==> src/hw/rtl/pdps_pkg.sv <==
`default_nettype none
package pdps_pkg;
	localparam int TABLE_ENTRIES = 8;
	localparam int SLOT_W = (TABLE_ENTRIES > 1) ? $clog2(TABLE_ENTRIES) : 1;
	localparam int PRI_W = 12;
	localparam logic signed [PRI_W-1:0] PRI_MIN = {1'b1, {(PRI_W-1){1'b0}}};

	// Action codes
	localparam logic ACT_LOAD     = 1'b0;
	localparam logic ACT_DISPATCH = 1'b1;

	// Result status codes
	localparam logic [1:0] ST_LOADED = 2'd0;
	localparam logic [1:0] ST_FULL   = 2'd1;
	localparam logic [1:0] ST_DISP   = 2'd2;
	localparam logic [1:0] ST_NONE   = 2'd3;

	// Configuration register indexes
	localparam logic [1:0] CFG_SLICE   = 2'd0;
	localparam logic [1:0] CFG_BASE    = 2'd1;
	localparam logic [1:0] CFG_PENALTY = 2'd2;

	localparam logic [7:0] SLICE_RST   = 8'd2;
	localparam logic [7:0] BASE_RST    = 8'd50;
	localparam logic [3:0] PENALTY_RST = 4'd3;

	// Token that walks down the row of cells, one cell per cycle
	typedef struct packed {
		logic                    active;
		logic                    dispatch;
		logic                    found;
		logic [SLOT_W-1:0]       slot;
		logic [7:0]              id;
		logic signed [PRI_W-1:0] pri;
		logic [7:0]              used;
		logic [7:0]              rem;
		logic [7:0]              runs;
	} tok_t;

	// Write-back of a dispatched entry
	typedef struct packed {
		logic                    en;
		logic [SLOT_W-1:0]       slot;
		logic signed [PRI_W-1:0] pri;
		logic [7:0]              used;
		logic [7:0]              rem;
		logic [7:0]              runs;
		logic                    done;
	} upd_t;
endpackage
`default_nettype wire

==> src/hw/rtl/pdps_cell.sv <==
`default_nettype none
module pdps_cell (
	input  logic                          clk,
	input  logic                          arst_n,
	input  logic [pdps_pkg::SLOT_W-1:0]   slot_idx,
	input  pdps_pkg::tok_t                tok_in,
	input  pdps_pkg::upd_t                upd,
	output pdps_pkg::tok_t                tok_out
);
	import pdps_pkg::*;

	logic                    valid_q;
	logic [7:0]              id_q;
	logic signed [PRI_W-1:0] pri_q;
	logic [7:0]              used_q;
	logic [7:0]              rem_q;
	logic [7:0]              runs_q;
	logic                    claim;
	logic                    better;
	logic                    hit;
	tok_t                    tok_nxt;
	tok_t                    tok_q;

	// Claim a free slot on load, or take over the candidate on dispatch
	always_comb begin
		claim  = tok_in.active && (tok_in.dispatch == ACT_LOAD) && !tok_in.found && !valid_q;
		better = tok_in.active && (tok_in.dispatch == ACT_DISPATCH) && valid_q &&
			(!tok_in.found || (pri_q > tok_in.pri) ||
			 ((pri_q == tok_in.pri) && (id_q < tok_in.id)));
		hit    = upd.en && (upd.slot == slot_idx);
		tok_nxt = tok_in;
		if (claim) begin
			tok_nxt.found = 1'b1;
			tok_nxt.slot  = slot_idx;
		end
		if (better) begin
			tok_nxt.found = 1'b1;
			tok_nxt.slot  = slot_idx;
			tok_nxt.id    = id_q;
			tok_nxt.pri   = pri_q;
			tok_nxt.used  = used_q;
			tok_nxt.rem   = rem_q;
			tok_nxt.runs  = runs_q;
		end
	end

	// Occupancy: set on claim, drop when the process finishes
	always_ff @(posedge clk or negedge arst_n) begin
		if (!arst_n) begin
			valid_q <= 1'b0;
		end else if (claim) begin
			valid_q <= 1'b1;
		end else if (hit && upd.done) begin
			valid_q <= 1'b0;
		end
	end

	// Entry contents
	always_ff @(posedge clk) begin
		if (claim) begin
			id_q   <= tok_in.id;
			pri_q  <= tok_in.pri;
			used_q <= tok_in.used;
			rem_q  <= tok_in.rem;
			runs_q <= tok_in.runs;
		end else if (hit) begin
			pri_q  <= upd.pri;
			used_q <= upd.used;
			rem_q  <= upd.rem;
			runs_q <= upd.runs;
		end
	end

	// Hand the token to the next cell
	always_ff @(posedge clk or negedge arst_n) begin
		if (!arst_n) begin
			tok_q <= '0;
		end else begin
			tok_q <= tok_nxt;
		end
	end

	assign tok_out = tok_q;
endmodule
`default_nettype wire

==> src/hw/rtl/priority_decay_process_scheduler.sv <==
// Dynamic priority scheduler over a table of TABLE_ENTRIES process slots, one slot per cell
// in a row. Each request (load or dispatch) walks the row one cell per cycle: a load is
// stored in the lowest free slot, a dispatch collects the best slot (highest priority, then
// smallest id, then lowest slot), and once the output is free the token caught at the end of
// the row writes the dispatched slot back and presents the result. One request is in the
// row at a time, and the next is taken while the previous result waits on the output.
// Configuration writes take effect at once and are meant for idle periods.
`default_nettype none
module priority_decay_process_scheduler (
	input  logic                               clk,
	input  logic                               arst_n,
	input  logic                               cfg_we,
	input  logic [1:0]                         cfg_index,
	input  logic [7:0]                         cfg_wdata,
	input  logic                               in_valid,
	output logic                               in_ready,
	input  logic                               action,
	input  logic [7:0]                         process_id,
	input  logic [7:0]                         need_time,
	output logic                               out_valid,
	input  logic                               out_ready,
	output logic [1:0]                         status,
	output logic [7:0]                         chosen_id,
	output logic [7:0]                         used_time,
	output logic [7:0]                         remaining_time,
	output logic [7:0]                         run_count,
	output logic signed [pdps_pkg::PRI_W-1:0]  priority_res,
	output logic                               finished
);
	import pdps_pkg::*;

	logic [7:0]              slice_q;
	logic [7:0]              base_q;
	logic [3:0]              penalty_q;
	logic                    busy_q;
	logic                    pend_q;
	logic                    out_valid_q;
	tok_t                    tail_q;
	tok_t                    chain [0:TABLE_ENTRIES];
	upd_t                    upd;
	logic                    accept;
	logic                    fin_go;
	logic [7:0]              run_len;
	logic signed [PRI_W:0]   pri_dec;
	logic signed [PRI_W-1:0] pri_new;
	logic [8:0]              used_sum;
	logic [7:0]              used_new;
	logic [7:0]              rem_new;
	logic [7:0]              runs_new;
	logic                    done;
	logic [1:0]              status_q;
	logic [7:0]              id_q;
	logic [7:0]              used_q;
	logic [7:0]              rem_q;
	logic [7:0]              runs_q;
	logic signed [PRI_W-1:0] pri_q;
	logic                    fin_q;

	// Configuration registers
	always_ff @(posedge clk or negedge arst_n) begin
		if (!arst_n) begin
			slice_q   <= SLICE_RST;
			base_q    <= BASE_RST;
			penalty_q <= PENALTY_RST;
		end else if (cfg_we) begin
			case (cfg_index)
				CFG_SLICE:   slice_q   <= cfg_wdata;
				CFG_BASE:    base_q    <= cfg_wdata;
				CFG_PENALTY: penalty_q <= cfg_wdata[3:0];
				default:     ;
			endcase
		end
	end

	assign in_ready = !busy_q;
	assign accept   = in_valid && in_ready;

	// Build the request token at the head of the row
	always_comb begin
		chain[0].active   = accept;
		chain[0].dispatch = action;
		chain[0].found    = 1'b0;
		chain[0].slot     = '0;
		chain[0].id       = process_id;
		chain[0].pri      = $signed({{(PRI_W-8){1'b0}}, base_q}) -
			$signed({{(PRI_W-8){1'b0}}, need_time});
		chain[0].used     = 8'd0;
		chain[0].rem      = need_time;
		chain[0].runs     = 8'd0;
	end

	genvar k;
	generate
		for (k = 0; k < TABLE_ENTRIES; k++) begin : g_cell
			pdps_cell u_cell (
				.clk      (clk),
				.arst_n   (arst_n),
				.slot_idx (SLOT_W'(k)),
				.tok_in   (chain[k]),
				.upd      (upd),
				.tok_out  (chain[k+1])
			);
		end
	endgenerate

	// Catch the token leaving the row and hold it until the output is free
	always_ff @(posedge clk) begin
		if (chain[TABLE_ENTRIES].active) begin
			tail_q <= chain[TABLE_ENTRIES];
		end
	end

	assign fin_go = pend_q && (!out_valid_q || out_ready);

	always_ff @(posedge clk or negedge arst_n) begin
		if (!arst_n) begin
			busy_q <= 1'b0;
			pend_q <= 1'b0;
		end else begin
			if (accept) begin
				busy_q <= 1'b1;
			end else if (fin_go) begin
				busy_q <= 1'b0;
			end
			if (chain[TABLE_ENTRIES].active) begin
				pend_q <= 1'b1;
			end else if (fin_go) begin
				pend_q <= 1'b0;
			end
		end
	end

	// Run one slice: age priority, advance counters
	always_comb begin
		run_len  = (slice_q < tail_q.rem) ? slice_q : tail_q.rem;
		pri_dec  = {tail_q.pri[PRI_W-1], tail_q.pri} -
			$signed({{(PRI_W-3){1'b0}}, penalty_q});
		pri_new  = (pri_dec[PRI_W] != pri_dec[PRI_W-1]) ? PRI_MIN : pri_dec[PRI_W-1:0];
		used_sum = {1'b0, tail_q.used} + {1'b0, run_len};
		used_new = used_sum[8] ? 8'hFF : used_sum[7:0];
		rem_new  = tail_q.rem - run_len;
		runs_new = (tail_q.runs == 8'hFF) ? 8'hFF : tail_q.runs + 8'd1;
		done     = (rem_new == 8'd0);
		upd.en   = fin_go && (tail_q.dispatch == ACT_DISPATCH) && tail_q.found;
		upd.slot = tail_q.slot;
		upd.pri  = pri_new;
		upd.used = used_new;
		upd.rem  = rem_new;
		upd.runs = runs_new;
		upd.done = done;
	end

	// Output register
	always_ff @(posedge clk or negedge arst_n) begin
		if (!arst_n) begin
			out_valid_q <= 1'b0;
		end else if (fin_go) begin
			out_valid_q <= 1'b1;
		end else if (out_ready) begin
			out_valid_q <= 1'b0;
		end
	end

	always_ff @(posedge clk) begin
		if (fin_go) begin
			if (tail_q.dispatch == ACT_DISPATCH) begin
				if (tail_q.found) begin
					status_q <= ST_DISP;
					id_q     <= tail_q.id;
					used_q   <= used_new;
					rem_q    <= rem_new;
					runs_q   <= runs_new;
					pri_q    <= pri_new;
					fin_q    <= done;
				end else begin
					status_q <= ST_NONE;
					id_q     <= 8'd0;
					used_q   <= 8'd0;
					rem_q    <= 8'd0;
					runs_q   <= 8'd0;
					pri_q    <= '0;
					fin_q    <= 1'b0;
				end
			end else begin
				status_q <= tail_q.found ? ST_LOADED : ST_FULL;
				id_q     <= tail_q.id;
				used_q   <= 8'd0;
				rem_q    <= tail_q.found ? tail_q.rem : 8'd0;
				runs_q   <= 8'd0;
				pri_q    <= tail_q.found ? tail_q.pri : '0;
				fin_q    <= 1'b0;
			end
		end
	end

	assign out_valid      = out_valid_q;
	assign status         = status_q;
	assign chosen_id      = id_q;
	assign used_time      = used_q;
	assign remaining_time = rem_q;
	assign run_count      = runs_q;
	assign priority_res   = pri_q;
	assign finished       = fin_q;
endmodule
`default_nettype wire

==> config.mk <==
export PLATFORM = sky130hd
export DESIGN_NAME = priority_decay_process_scheduler
export DESIGN_NICKNAME = d
export VERILOG_FILES = /design/src/hw/rtl/pdps_pkg.sv /design/src/hw/rtl/pdps_cell.sv /design/src/hw/rtl/priority_decay_process_scheduler.sv
export SDC_FILE = /design/constraint.sdc
export NUM_CORES = 1
export LEC_CHECK = 0
export BUFFER_PORTS_ARGS = -buffer_cell sky130_fd_sc_hd__buf_2
export CORE_MARGIN = 2
export CORE_UTILIZATION = 52
export DETAILED_ROUTE_END_ITERATION = 12
export PLACE_DENSITY = 0.68
export SYNTH_ARGS = -nofsm -noshare
export SYNTH_HDL_FRONTEND = slang
export SYNTH_SLANG_ARGS = --single-unit
==> constraint.sdc <==
create_clock -name clk -period 6.2 [get_ports clk]
set_input_delay 0.62 -clock clk [delete_from_list [all_inputs] [get_ports clk]]
set_output_delay 0.62 -clock clk [all_outputs]
set_load 0.1 [all_outputs]
# Word level (Yosys, flattened, before mapping)
# Cells that the tools add are included.
word_totals:
  regBits: 879
  in_bits: 32
  out_inout_bits: 49
  word_cells: 430
classes:
  addsub: 5
  n_lt_le_gt_ge: 15
  n_eq_ne: 18
  mux: 112
  n_bitwise: 8
  n_reduce_logical: 131
op_table:
  columns: ["cell", "count"]
  rows:
  - ["8-bit two-way mux", 52]
  - ["48-bit two-way mux", 8]
  - ["12-bit two-way mux", 20]
  - ["12-bit == test", 7]
  - ["12-bit greater-than comparator", 7]
  - ["1-bit logical AND", 73]
  - ["8-bit less-than comparator", 8]
  - ["2-bit nonzero test", 19]
  - ["4-bit two-way mux", 8]
  - ["1-bit two-way mux", 23]
  - ["1-bit logical NOT", 17]
  - ["1-bit logical OR", 15]
  - ["12-bit by 5-bit subtractor with 13-bit output", 1]
  - ["3-bit == test, second input constant", 4]
  - ["8-bit by 8-bit adder with 9-bit output", 1]
  - ["8-bit by 8-bit subtractor with 9-bit output", 1]
  - ["8-bit by 1-bit adder with 8-bit output, second input constant", 1]
  - ["8-bit == test, second input constant", 1]
  - ["8-bit logical NOT", 1]
  - ["1-bit inverter", 8]
  - ["2-bit AND reduction", 4]
  - ["8-bit subtractor", 1]
  - ["3-bit by 2-bit == test with 1-bit output, second input constant", 2]
  - ["3-bit by 1-bit == test with 1-bit output, second input constant", 1]
  - ["other kinds (6)", 6]

# Logic depth before layout (Yosys ltp)
# Gate-level depths: netlist (run 1).
logic_depth:
  depth_word: 9
  ltp_mapped: 19
  ltp_nobuf: 17

# By module
# From an unflattened synthesis (run 1), not the netlist that was laid out.
hier_totals:
  cells_unflattened: 2712
  area_unflattened_um2: 41393.4
modules_own_cells:
  columns: ["mod", "n_inst", "cells_per_inst", "area_each_um2", "seq_area_each_um2"]
  rows:
  - ["pdps_cell", 8, 272, 4395.5, 2597.5]
  - ["priority_decay_process_scheduler", 1, 536, 6229.7, 3465.8]

# Least setup slack after synthesis (run 1)
# No wires, ideal clock.
synth_timing:
  kind: "reg-to-reg"
  startpoint: "register out_valid_q, in the netlist out_valid"
  endpoint: "register g_cell[4].u_cell.pri_q[0] (enable)"
  setup_ps: 483
  t_arrival_ps: 5129
  t_required_ps: 5717
  slack_ps: 587
  path_stages_with_launch: 6
  n_path_buf: 0
  synth_period_minus_slack_ps: 5613
  path_cell_list: "dfrtp_1 nand2b_1 nand2_1 inv_1 nand4_1 o31ai_1"
synth_via:
  elab_chain_len: 7
synth_rtl:
  columns: ["element", "line_no", "rtl"]
  rows:
  - ["from (decl)", "priority_decay_process_scheduler.sv:37", "logic out_valid_q;"]
  - ["from (signal assigned)", "priority_decay_process_scheduler.sv:156", "out_valid_q <= 1'b0;"]
  - ["from (signal assigned)", "priority_decay_process_scheduler.sv:158", "out_valid_q <= 1'b1;"]
  - ["from (signal assigned)", "priority_decay_process_scheduler.sv:160", "out_valid_q <= 1'b0;"]
  - ["1-bit logical NOT", "priority_decay_process_scheduler.sv:113", "assign fin_go = pend_q && (!out_valid_q || out_ready);"]
  - ["1-bit logical OR", "priority_decay_process_scheduler.sv:113", null]
  - ["1-bit logical AND", "priority_decay_process_scheduler.sv:113", null]
  - ["named net fin_go", "priority_decay_process_scheduler.sv:42", "logic fin_go;"]
  - ["1-bit logical AND (2 in a row)", "priority_decay_process_scheduler.sv:144", "upd.en = fin_go && (tail_q.dispatch == ACT_DISPATCH) && tail_q.found;"]
  - ["1-bit logical AND", "pdps_cell.sv:30", "hit = upd.en && (upd.slot == slot_idx);"]
  - ["2-bit nonzero test (no line)", null, null]
  - ["to (signal assigned)", "pdps_cell.sv:62", "pri_q <= tok_in.pri;"]
  - ["to (signal assigned)", "pdps_cell.sv:67", "pri_q <= upd.pri;"]
  - ["to (decl)", "pdps_cell.sv:14", "logic signed [PRI_W-1:0] pri_q;"]
# The timed path passes the listed nets, and every way through them passes these cells.
# A chain may end at the register's enable or synchronous reset.

# Worst setup path after layout (run 1)
layout_timing:
  startpoint: "register tail_q[15] (netlist bit)"
  endpoint: "register g_cell[5].u_cell.used_q[7], data pin"
layout_via:
  elab_chain_len: 6
layout_rtl:
  columns: ["element", "line_no", "rtl"]
  rows:
  - ["from (decl)", "priority_decay_process_scheduler.sv:38", "tok_t tail_q;"]
  - ["from (signal assigned)", "priority_decay_process_scheduler.sv:109", "tail_q <= chain[TABLE_ENTRIES];"]
  - ["8-bit less-than comparator", "priority_decay_process_scheduler.sv:135", "run_len = (slice_q < tail_q.rem) ? slice_q : tail_q.rem;"]
  - ["8-bit two-way mux *", "priority_decay_process_scheduler.sv:135", null]
  - ["8-bit by 8-bit adder with 9-bit output *", "priority_decay_process_scheduler.sv:139", "used_sum = {1'b0, tail_q.used} + {1'b0, run_len};"]
  - ["8-bit two-way mux *", "priority_decay_process_scheduler.sv:140", "used_new = used_sum[8] ? 8'hFF : used_sum[7:0];"]
  - ["8-bit two-way mux *", "pdps_cell.sv:66", "end else if (hit) begin"]
  - ["8-bit two-way mux *", "pdps_cell.sv:60", "if (claim) begin"]
  - ["to (signal assigned)", "pdps_cell.sv:63", "used_q <= tok_in.used;"]
  - ["to (signal assigned)", "pdps_cell.sv:68", "used_q <= upd.used;"]
  - ["to (decl)", "pdps_cell.sv:15", "logic [7:0] used_q;"]
# Every way passes the cells marked *; elsewhere a longest branch is shown, timed or not. The select of a mux whose other input is x is not followed.

==> flow_summary.yaml, run 1 <==
clocking:
  cts_tree: "done"
  h-tree-depth: 3
  cts.sinks: 872
  cts_resized: 0
  clk_pin_slew_ps: 60
  numCtsBuffers: 88
  cts_max_path_buffers: 3
  root_buffer: "clkbuf_16"
  clock_latency_ps: 660
synth:
  synth_enable_flop_cells: 432
  ys_warn_count: 0
  synth-compound-area-share_pct: 7.62
  synthAdderAreaFrac_pct: 5.83
  netlist_instances: 2904
  synth.distinct_cells: 75
  syn_area_per_cell_um2: 13.0
  synth_top_family_by_area: "multiplexers"
  muxShareOfSynthArea_pct: 11.2
  synthSimpleGateAreaFrac_pct: 7.81
  seq_area_frac_synth_pct: 63.2
  async_flop_share_pct: 48.6
  ys.flop_type: "edfxtp_1"
  synth-seq-cells: 872
  synth_xor_xnor_area_share_pct: 0.741
  syn_area_mm2: 0.0378
  syn_nets: 3110
global_routing:
  grt_first_pass_wirelength_um: 129000
  grt_usage_pct: 22.2
  grt_pass1_vias: 23300
  grt_max_degree: 154
  antenna_found_initial: 5
  grt_overflow: 0
routing:
  met3_length_um: 4640
  wl_met1_um: 36600
  wl_per_cell_um: 20.1
  ant_nets: 0
  drt_pass1_iterations: 6
  routed.top_layer: "met5"
  wl_met2_um: 38300
  wirelength_um: 81000
  vias_per_cell: 5.60
  vias: 22500
  drt_iter0_drc: 1705
  drc: 0
min_path:
  worstHoldPathCells: 1
  hold_path_class: "primary input to register"
  hold_end: "g_cell[0].u_cell.id_q[2]"
  min_from: "process_id[2]"
floorplan:
  num_io_pins: 81
  core_mm2: 0.0717
  die_h_um: 274
  die_x_um: 274
  die_area_mm2: 0.0750
  start_util_pct: 52.8
  rows: 98
flow_run:
  maxCapViolations: 0
critical_path:
  reg2reg_to: "g_cell[5].u_cell.used_q[7]"
  ff2ff_path_depth: 13
  crit_arrival_ps: 5340
  required_ps: 6570
  r2r-start: "tail_q[15]"
  cp-start-kind: "register"
  crit_type: "register to register"
  path_max_fanout: 17
  cp-end-kind: "register"
  ff2ff_setup_slack_ps: 1230
timing:
  setup_viol: 0
  slew_violations: 0
  period_share_pct: 80.1
  fmax_mhz: 201
  whs_ps: 167
  relSlewSlack_pct: 19.0
  period_needed_ps: 4970
  rsz0062_at_grt: "false"
  setup_slack_ps: 1230
  tightest_slew_ps: 1210
  skew_ps: 22.9
  setup_tns_ps: 0
  final-hold-violation-count: 0
power:
  internal-power_uw: 13400
  ir_drop_mv: 0.306
  swShare_pct: 33.6
  combPwrFrac_pct: 30.6
  power.total_uw: 20200
  switchingPower_uw: 6780
  p_seq_share_pct: 43.1
  p_per_area_mw_per_mm2: 478
  p_leak_uw: 0.0178
  pwr-share-clk_pct: 26.3
placement:
  dp.final_hpwl_um: 53800
  gp_congestion: 0.870
  port_buffers: 80
  post-place-ws_ps: 1440
final_layout:
  drive_above_1_share_pct: 20.0
  nNetsFinal: 3200
  fillers: 5569
  syn2layout_area_growth_pct: 11.5
  post-route-util_pct: 58.8
run_status:
  status: "finished, final reports clean"
cell usage after synthesis (8+ instances only):
library cell | number | area (µm²)
nor3b_1 | 8 | 60.1
inv_1 | 197 | 739
buf_2 | 11 | 55.1
xnor2_1 | 18 | 158
mux2_4 | 62 | 931
nor2b_1 | 22 | 138
buf_6 | 17 | 191
dfxtp_1 | 16 | 320
clkbuf_1 | 77 | 289
edfxtp_1 | 432 | 13000
ha_1 | 170 | 2130
and2_1 | 29 | 181
or3_1 | 9 | 56.3
xor2_1 | 14 | 123
o21ai_0 | 200 | 1000
a21oi_1 | 203 | 1020
mux2_1 | 30 | 338
mux2_2 | 249 | 2800
nand4_1 | 15 | 93.8
a211oi_1 | 14 | 105
a21o_1 | 38 | 285
a31oi_1 | 8 | 50.1
nor3_1 | 15 | 75.1
nand2_1 | 216 | 811
mux2i_1 | 16 | 160
nand2b_1 | 17 | 106
and3_1 | 12 | 75.1
dfrtp_1 | 418 | 10500
nor2_1 | 210 | 788
nand3_1 | 33 | 165
layout make-up:
class	instances	area, µm²	share of cell area, %
Sequential cell	872	23900	56.7
Clock inverter	30	350	0.830
Multi-Input combinational cell	1711	12700	30.0
Timing Repair Buffer	119	731	1.73
Inverter	202	758	1.80
Tap cell	950	1190	2.82
Clock buffer	136	2580	6.12
Antenna cell	2	5.00	0.0119
worst max path at each step:
| stage | startpoint | end | slack (ps) | depth (start not counted) |
|---|---|---|---|---|
| after floorplan | out_valid | g_cell[4].u_cell.pri_q[0] | 590 | 5 |
| after global placement | tail_q[10] | g_cell[1].u_cell.valid_q | 1530 | 15 |
| after global routing | tail_q[15] | g_cell[5].u_cell.used_q[7] | 870 | 13 |
| after CTS | tail_q[15] | g_cell[4].u_cell.valid_q | 1430 | 15 |
| after detailed placement | tail_q[15] | g_cell[1].u_cell.valid_q | 1440 | 15 |
| final | tail_q[15] | g_cell[5].u_cell.used_q[7] | 1230 | 13 |
registers in the layout (all words and copies together), names as in the netlist, 2 cells and up:
name,cells
chosen_id,8
priority_res,12
g_cell.u_cell.runs_q,64
penalty_q,4
g_cell.u_cell.valid_q,8
used_time,8
g_cell.u_cell.tok_out,393
base_q,8
slice_q,8
status,2
remaining_time,8
g_cell.u_cell.id_q,64
g_cell.u_cell.used_q,64
g_cell.u_cell.pri_q,96
run_count,8
tail_q,49
g_cell.u_cell.rem_q,64
layer usage:
layer / vias to the layer above / global-route usage (%)
li1: 10500 / -
met1: 11300 / 31.0
met2: 576 / 36.4
met3: 130 / 3.80
met4: 6 / 5.58
met5: - / 0
what timing repair did:
item	CTS	global route
hold buffers	1	0
buffers inserted	0	0
endpoints found under the hold margin	15	0
critical path, stage by stage, from the launching register on:
cell,delay [ps]
edfxtp_1,420
inv_1,90
ha_1,250
a21oi_1,160
o211ai_1,90
a21oi_1,740
o21ai_0,380
ha_1,380
a21o_1,100
a21oi_1,80
nand2b_1,210
a2111oi_0,830
mux2i_1,750
o21ai_0,190
cell usage in the layout, fill, tap and decap left out, drive strengths merged, types with 118 or more instances in the layout:
cell type | Yosys | routed
a21oi | 205 | 205
buf | 42 | 118
clkbuf | 77 | 136
dfrtp | 418 | 418
edfxtp | 432 | 432
ha | 170 | 170
inv | 198 | 200
mux2 | 341 | 341
nand2 | 216 | 216
nor2 | 216 | 216
o21ai | 202 | 202
stage by stage:
step	instance area [µm²]	std cells
after detailed placement	39300	3853
after CTS	42200	4020
after floorplan	37800	2904
after global routing	42200	4020
final	42200	4022
after global placement	39300	3853
logic make-up (layout without fill, tap and decap cells):
group / Yosys count / after routing
and+or+nand+nor: 634 / 634
muxes: 357 / 357
xor gates and xnor gates: 32 / 32
DFF: 872 / 872
other: 0 / 2
buffers and inverters: 321 / 487
adders and majority gates: 174 / 174
AOI/OAI and AO/OA: 514 / 514
power groups by stage:
stage | Sequential (µW) | Combinational (µW) | Clock [µW]
after floorplan | 9150 | 3930 | 0
after global placement | 8740 | 5810 | 0
after detailed placement | 8800 | 6090 | 0
after CTS | 8700 | 6160 | 5400
after global routing | 8860 | 6810 | 5630
final | 8700 | 6180 | 5300
Power figures use the tool's default switching activity.
==> inputs of run 2 (changes only) <==
==> constraint.sdc (replaced) <==
create_clock -name clk -period 4.7 [get_ports clk]
set_input_delay 0.47 -clock clk [delete_from_list [all_inputs] [get_ports clk]]
set_output_delay 0.47 -clock clk [all_outputs]
set_load 0.1 [all_outputs]
==> flow_summary.yaml, run 2 (synthesis gave the netlist of run 1 again) <==
clocking:
  numCtsBuffers: 89
  root_buffer: "clkbuf_16"
  cts.sinks: 872
  h-tree-depth: 3
  cts_tree: "done"
  clock_latency_ps: 640
  cts_resized: 0
  cts_max_path_buffers: 3
  clk_pin_slew_ps: 60
critical_path:
  cp-end-kind: "register"
  crit_path_top_delay_cell: "dfrtp_1"
  cp-start-kind: "register"
  crit_arrival_ps: 4470
  ff2ff_path_depth: 16
  cpLargestDelayFamily: "compound AO/OA/AOI/OAI gates"
  ff2ff_setup_slack_ps: 690
  path_max_fanout: 10
  reg2reg_to: "g_cell[2].u_cell.valid_q"
  r2r-start: "slice_q[7]"
  required_ps: 5160
  critPathMaxStageDelay_ps: 440
  crit_type: "register to register"
  path_cells: "ha_1 -> nand3_1 -> o211ai_1 -> a21oi_1 -> buf_4 -> o21ai_0 -> inv_1 -> ha_1 -> or2_2 -> o2111a_1 -> a311oi_2 -> buf_4 -> nand4_1 -> inv_1 -> and4_1 -> a31oi_1"
  path_buf_inv: 4
power:
  internal-power_uw: 18200
  switchingPower_uw: 9020
  p_leak_uw: 0.0180
  combPwrFrac_pct: 30.4
  p_seq_share_pct: 42.3
  pwr-share-clk_pct: 27.3
  swShare_pct: 33.2
  p_per_area_mw_per_mm2: 639
  ir_drop_mv: 0.396
min_path:
  hold_path_class: "primary input to register"
  worstHoldPathCells: 1
  hold_end: "g_cell[0].u_cell.id_q[0]"
  min_from: "process_id[0]"
final_layout:
  final_area_mm2: 0.0425
  layout_common_cells: "edfxtp_1 (432), dfrtp_1 (417), mux2_2 (249)"
  antenna_cells: 0
  fillers: 5524
  mostFrequentLayoutCell: "edfxtp_1"
  nNetsFinal: 3212
  largest_register_ffs: 393
  syn2layout_area_growth_pct: 12.4
  drive_above_1_share_pct: 20.8
timing:
  slew_violations: 0
  tightest_slew_ps: 1370
  relSlewSlack_pct: 8.19
  final-hold-violation-count: 0
  period_needed_ps: 4010
  fmax_mhz: 249
  rsz0062_at_grt: "false"
  period_share_pct: 85.4
  whs_ps: 24.5
  setup_viol: 0
  skew_ps: 27.8
floorplan:
  die_x_um: 274
  core_mm2: 0.0717
  die_h_um: 274
  num_io_pins: 81
  start_util_pct: 52.8
  rows: 98
  die_area_mm2: 0.0750
routing:
  drc: 0
  drt_pass1_iterations: 7
  wl_per_cell_um: 20.2
  drt_iter0_drc: 1750
  vias: 22600
  vias_per_cell: 5.61
  wirelength_um: 81700
  ant_nets: 0
global_routing:
  grt_pass1_vias: 23800
  antenna_found_initial: 9
  grt_max_degree: 110
  grt_first_pass_wirelength_um: 131000
  grt_usage_pct: 22.4
  grt_overflow: 0
placement:
  gp_congestion: 0.869
  dp.final_hpwl_um: 54900
  port_buffers: 80
  placed_area_mm2: 0.0394
flow_run:
  maxCapViolations: 0
run_status:
  status: "finished, final reports clean"
==> run 2: cell count changes in the layout (fill, tap and decap cells not counted), sizes merged <==
| cell | before | now |
|---|---|---|
| clkinvlp | 1 | 2 |
| buf | 118 | 129 |
| clkbuf | 136 | 126 |
| diode | 2 | 0 |
| clkinv | 27 | 32 |
| bufinv | 4 | 10 |
==> run 2: layer usage <==
| layer | vias up | part of all wire [%] | GRT usage (%) |
|---|---|---|---|
| met5 | - | 0.037 | 0 |
| met4 | 4 | 2.3 | 6.90 |
| met3 | 143 | 5.7 | 3.89 |
| met2 | 614 | 47 | 36.7 |
| met1 | 11400 | 45 | 30.8 |
| li1 | 10500 | - | - |
==> run 2: worst max-delay path by stage <==
stage	startpoint	endpoint	slack, ps	cells past startpoint
detailed placement	tail_q[10]	g_cell[1].u_cell.used_q[5]	750	17
floorplan	out_valid	g_cell[7].u_cell.pri_q[0]	-800	5
finish	slice_q[7]	g_cell[2].u_cell.valid_q	690	16
global placement	tail_q[9]	g_cell[2].u_cell.used_q[3]	850	18
global route	tail_q[15]	g_cell[3].u_cell.used_q[3]	330	18
CTS	tail_q[15]	g_cell[3].u_cell.used_q[3]	740	18
==> run 2: layout make-up <==
class / instances / area, µm² / area share [%]
timing repair buffer: 130 / 863 / 2.03
multi-input combinational: 1711 / 12700 / 29.8
tap: 950 / 1190 / 2.80
clock inverter: 42 / 513 / 1.21
inverter: 202 / 758 / 1.78
clock buffer: 126 / 2620 / 6.16
sequential: 872 / 23900 / 56.2
==> run 2: timing repair <==
item                                   4_1_cts  5_1_grt
endpoints found under the hold margin       77        0
hold buffers                                 1        0
setup buffers                                0        0
==> run 2: through the flow <==
step	utilization, %	setup slack (ps)	instances	power, µW	TNS (ps)
after floorplan	-	-803	2904	17300	-86760
after global placement	54.9	852	3864	19300	0
after detailed placement	54.9	752	3864	19800	0
after CTS	59.3	742	4033	27300	0
after global routing	59.3	328	4033	28600	0
final	59.3	685	4033	27200	0
==> run 2: worst reg2reg max path, stage by stage, from the launching register on <==
cell and delay [ps]:
dfrtp_1 440, ha_1 350, nand3_1 120, o211ai_1 190
a21oi_1 80, buf_4 170, o21ai_0 400, inv_1 180
ha_1 220, or2_2 320, o2111a_1 260, a311oi_2 260
buf_4 230, nand4_1 90, inv_1 170, and4_1 270
a31oi_1 100
==> run 2: power groups by stage <==
stage | clock network [µW] | registers, µW | logic, µW
detailed placement | 0 | 11600 | 8180
CTS | 7530 | 11500 | 8260
global route | 7840 | 11700 | 9110
floorplan | 0 | 12100 | 5180
finish | 7420 | 11500 | 8270
global placement | 0 | 11500 | 7820
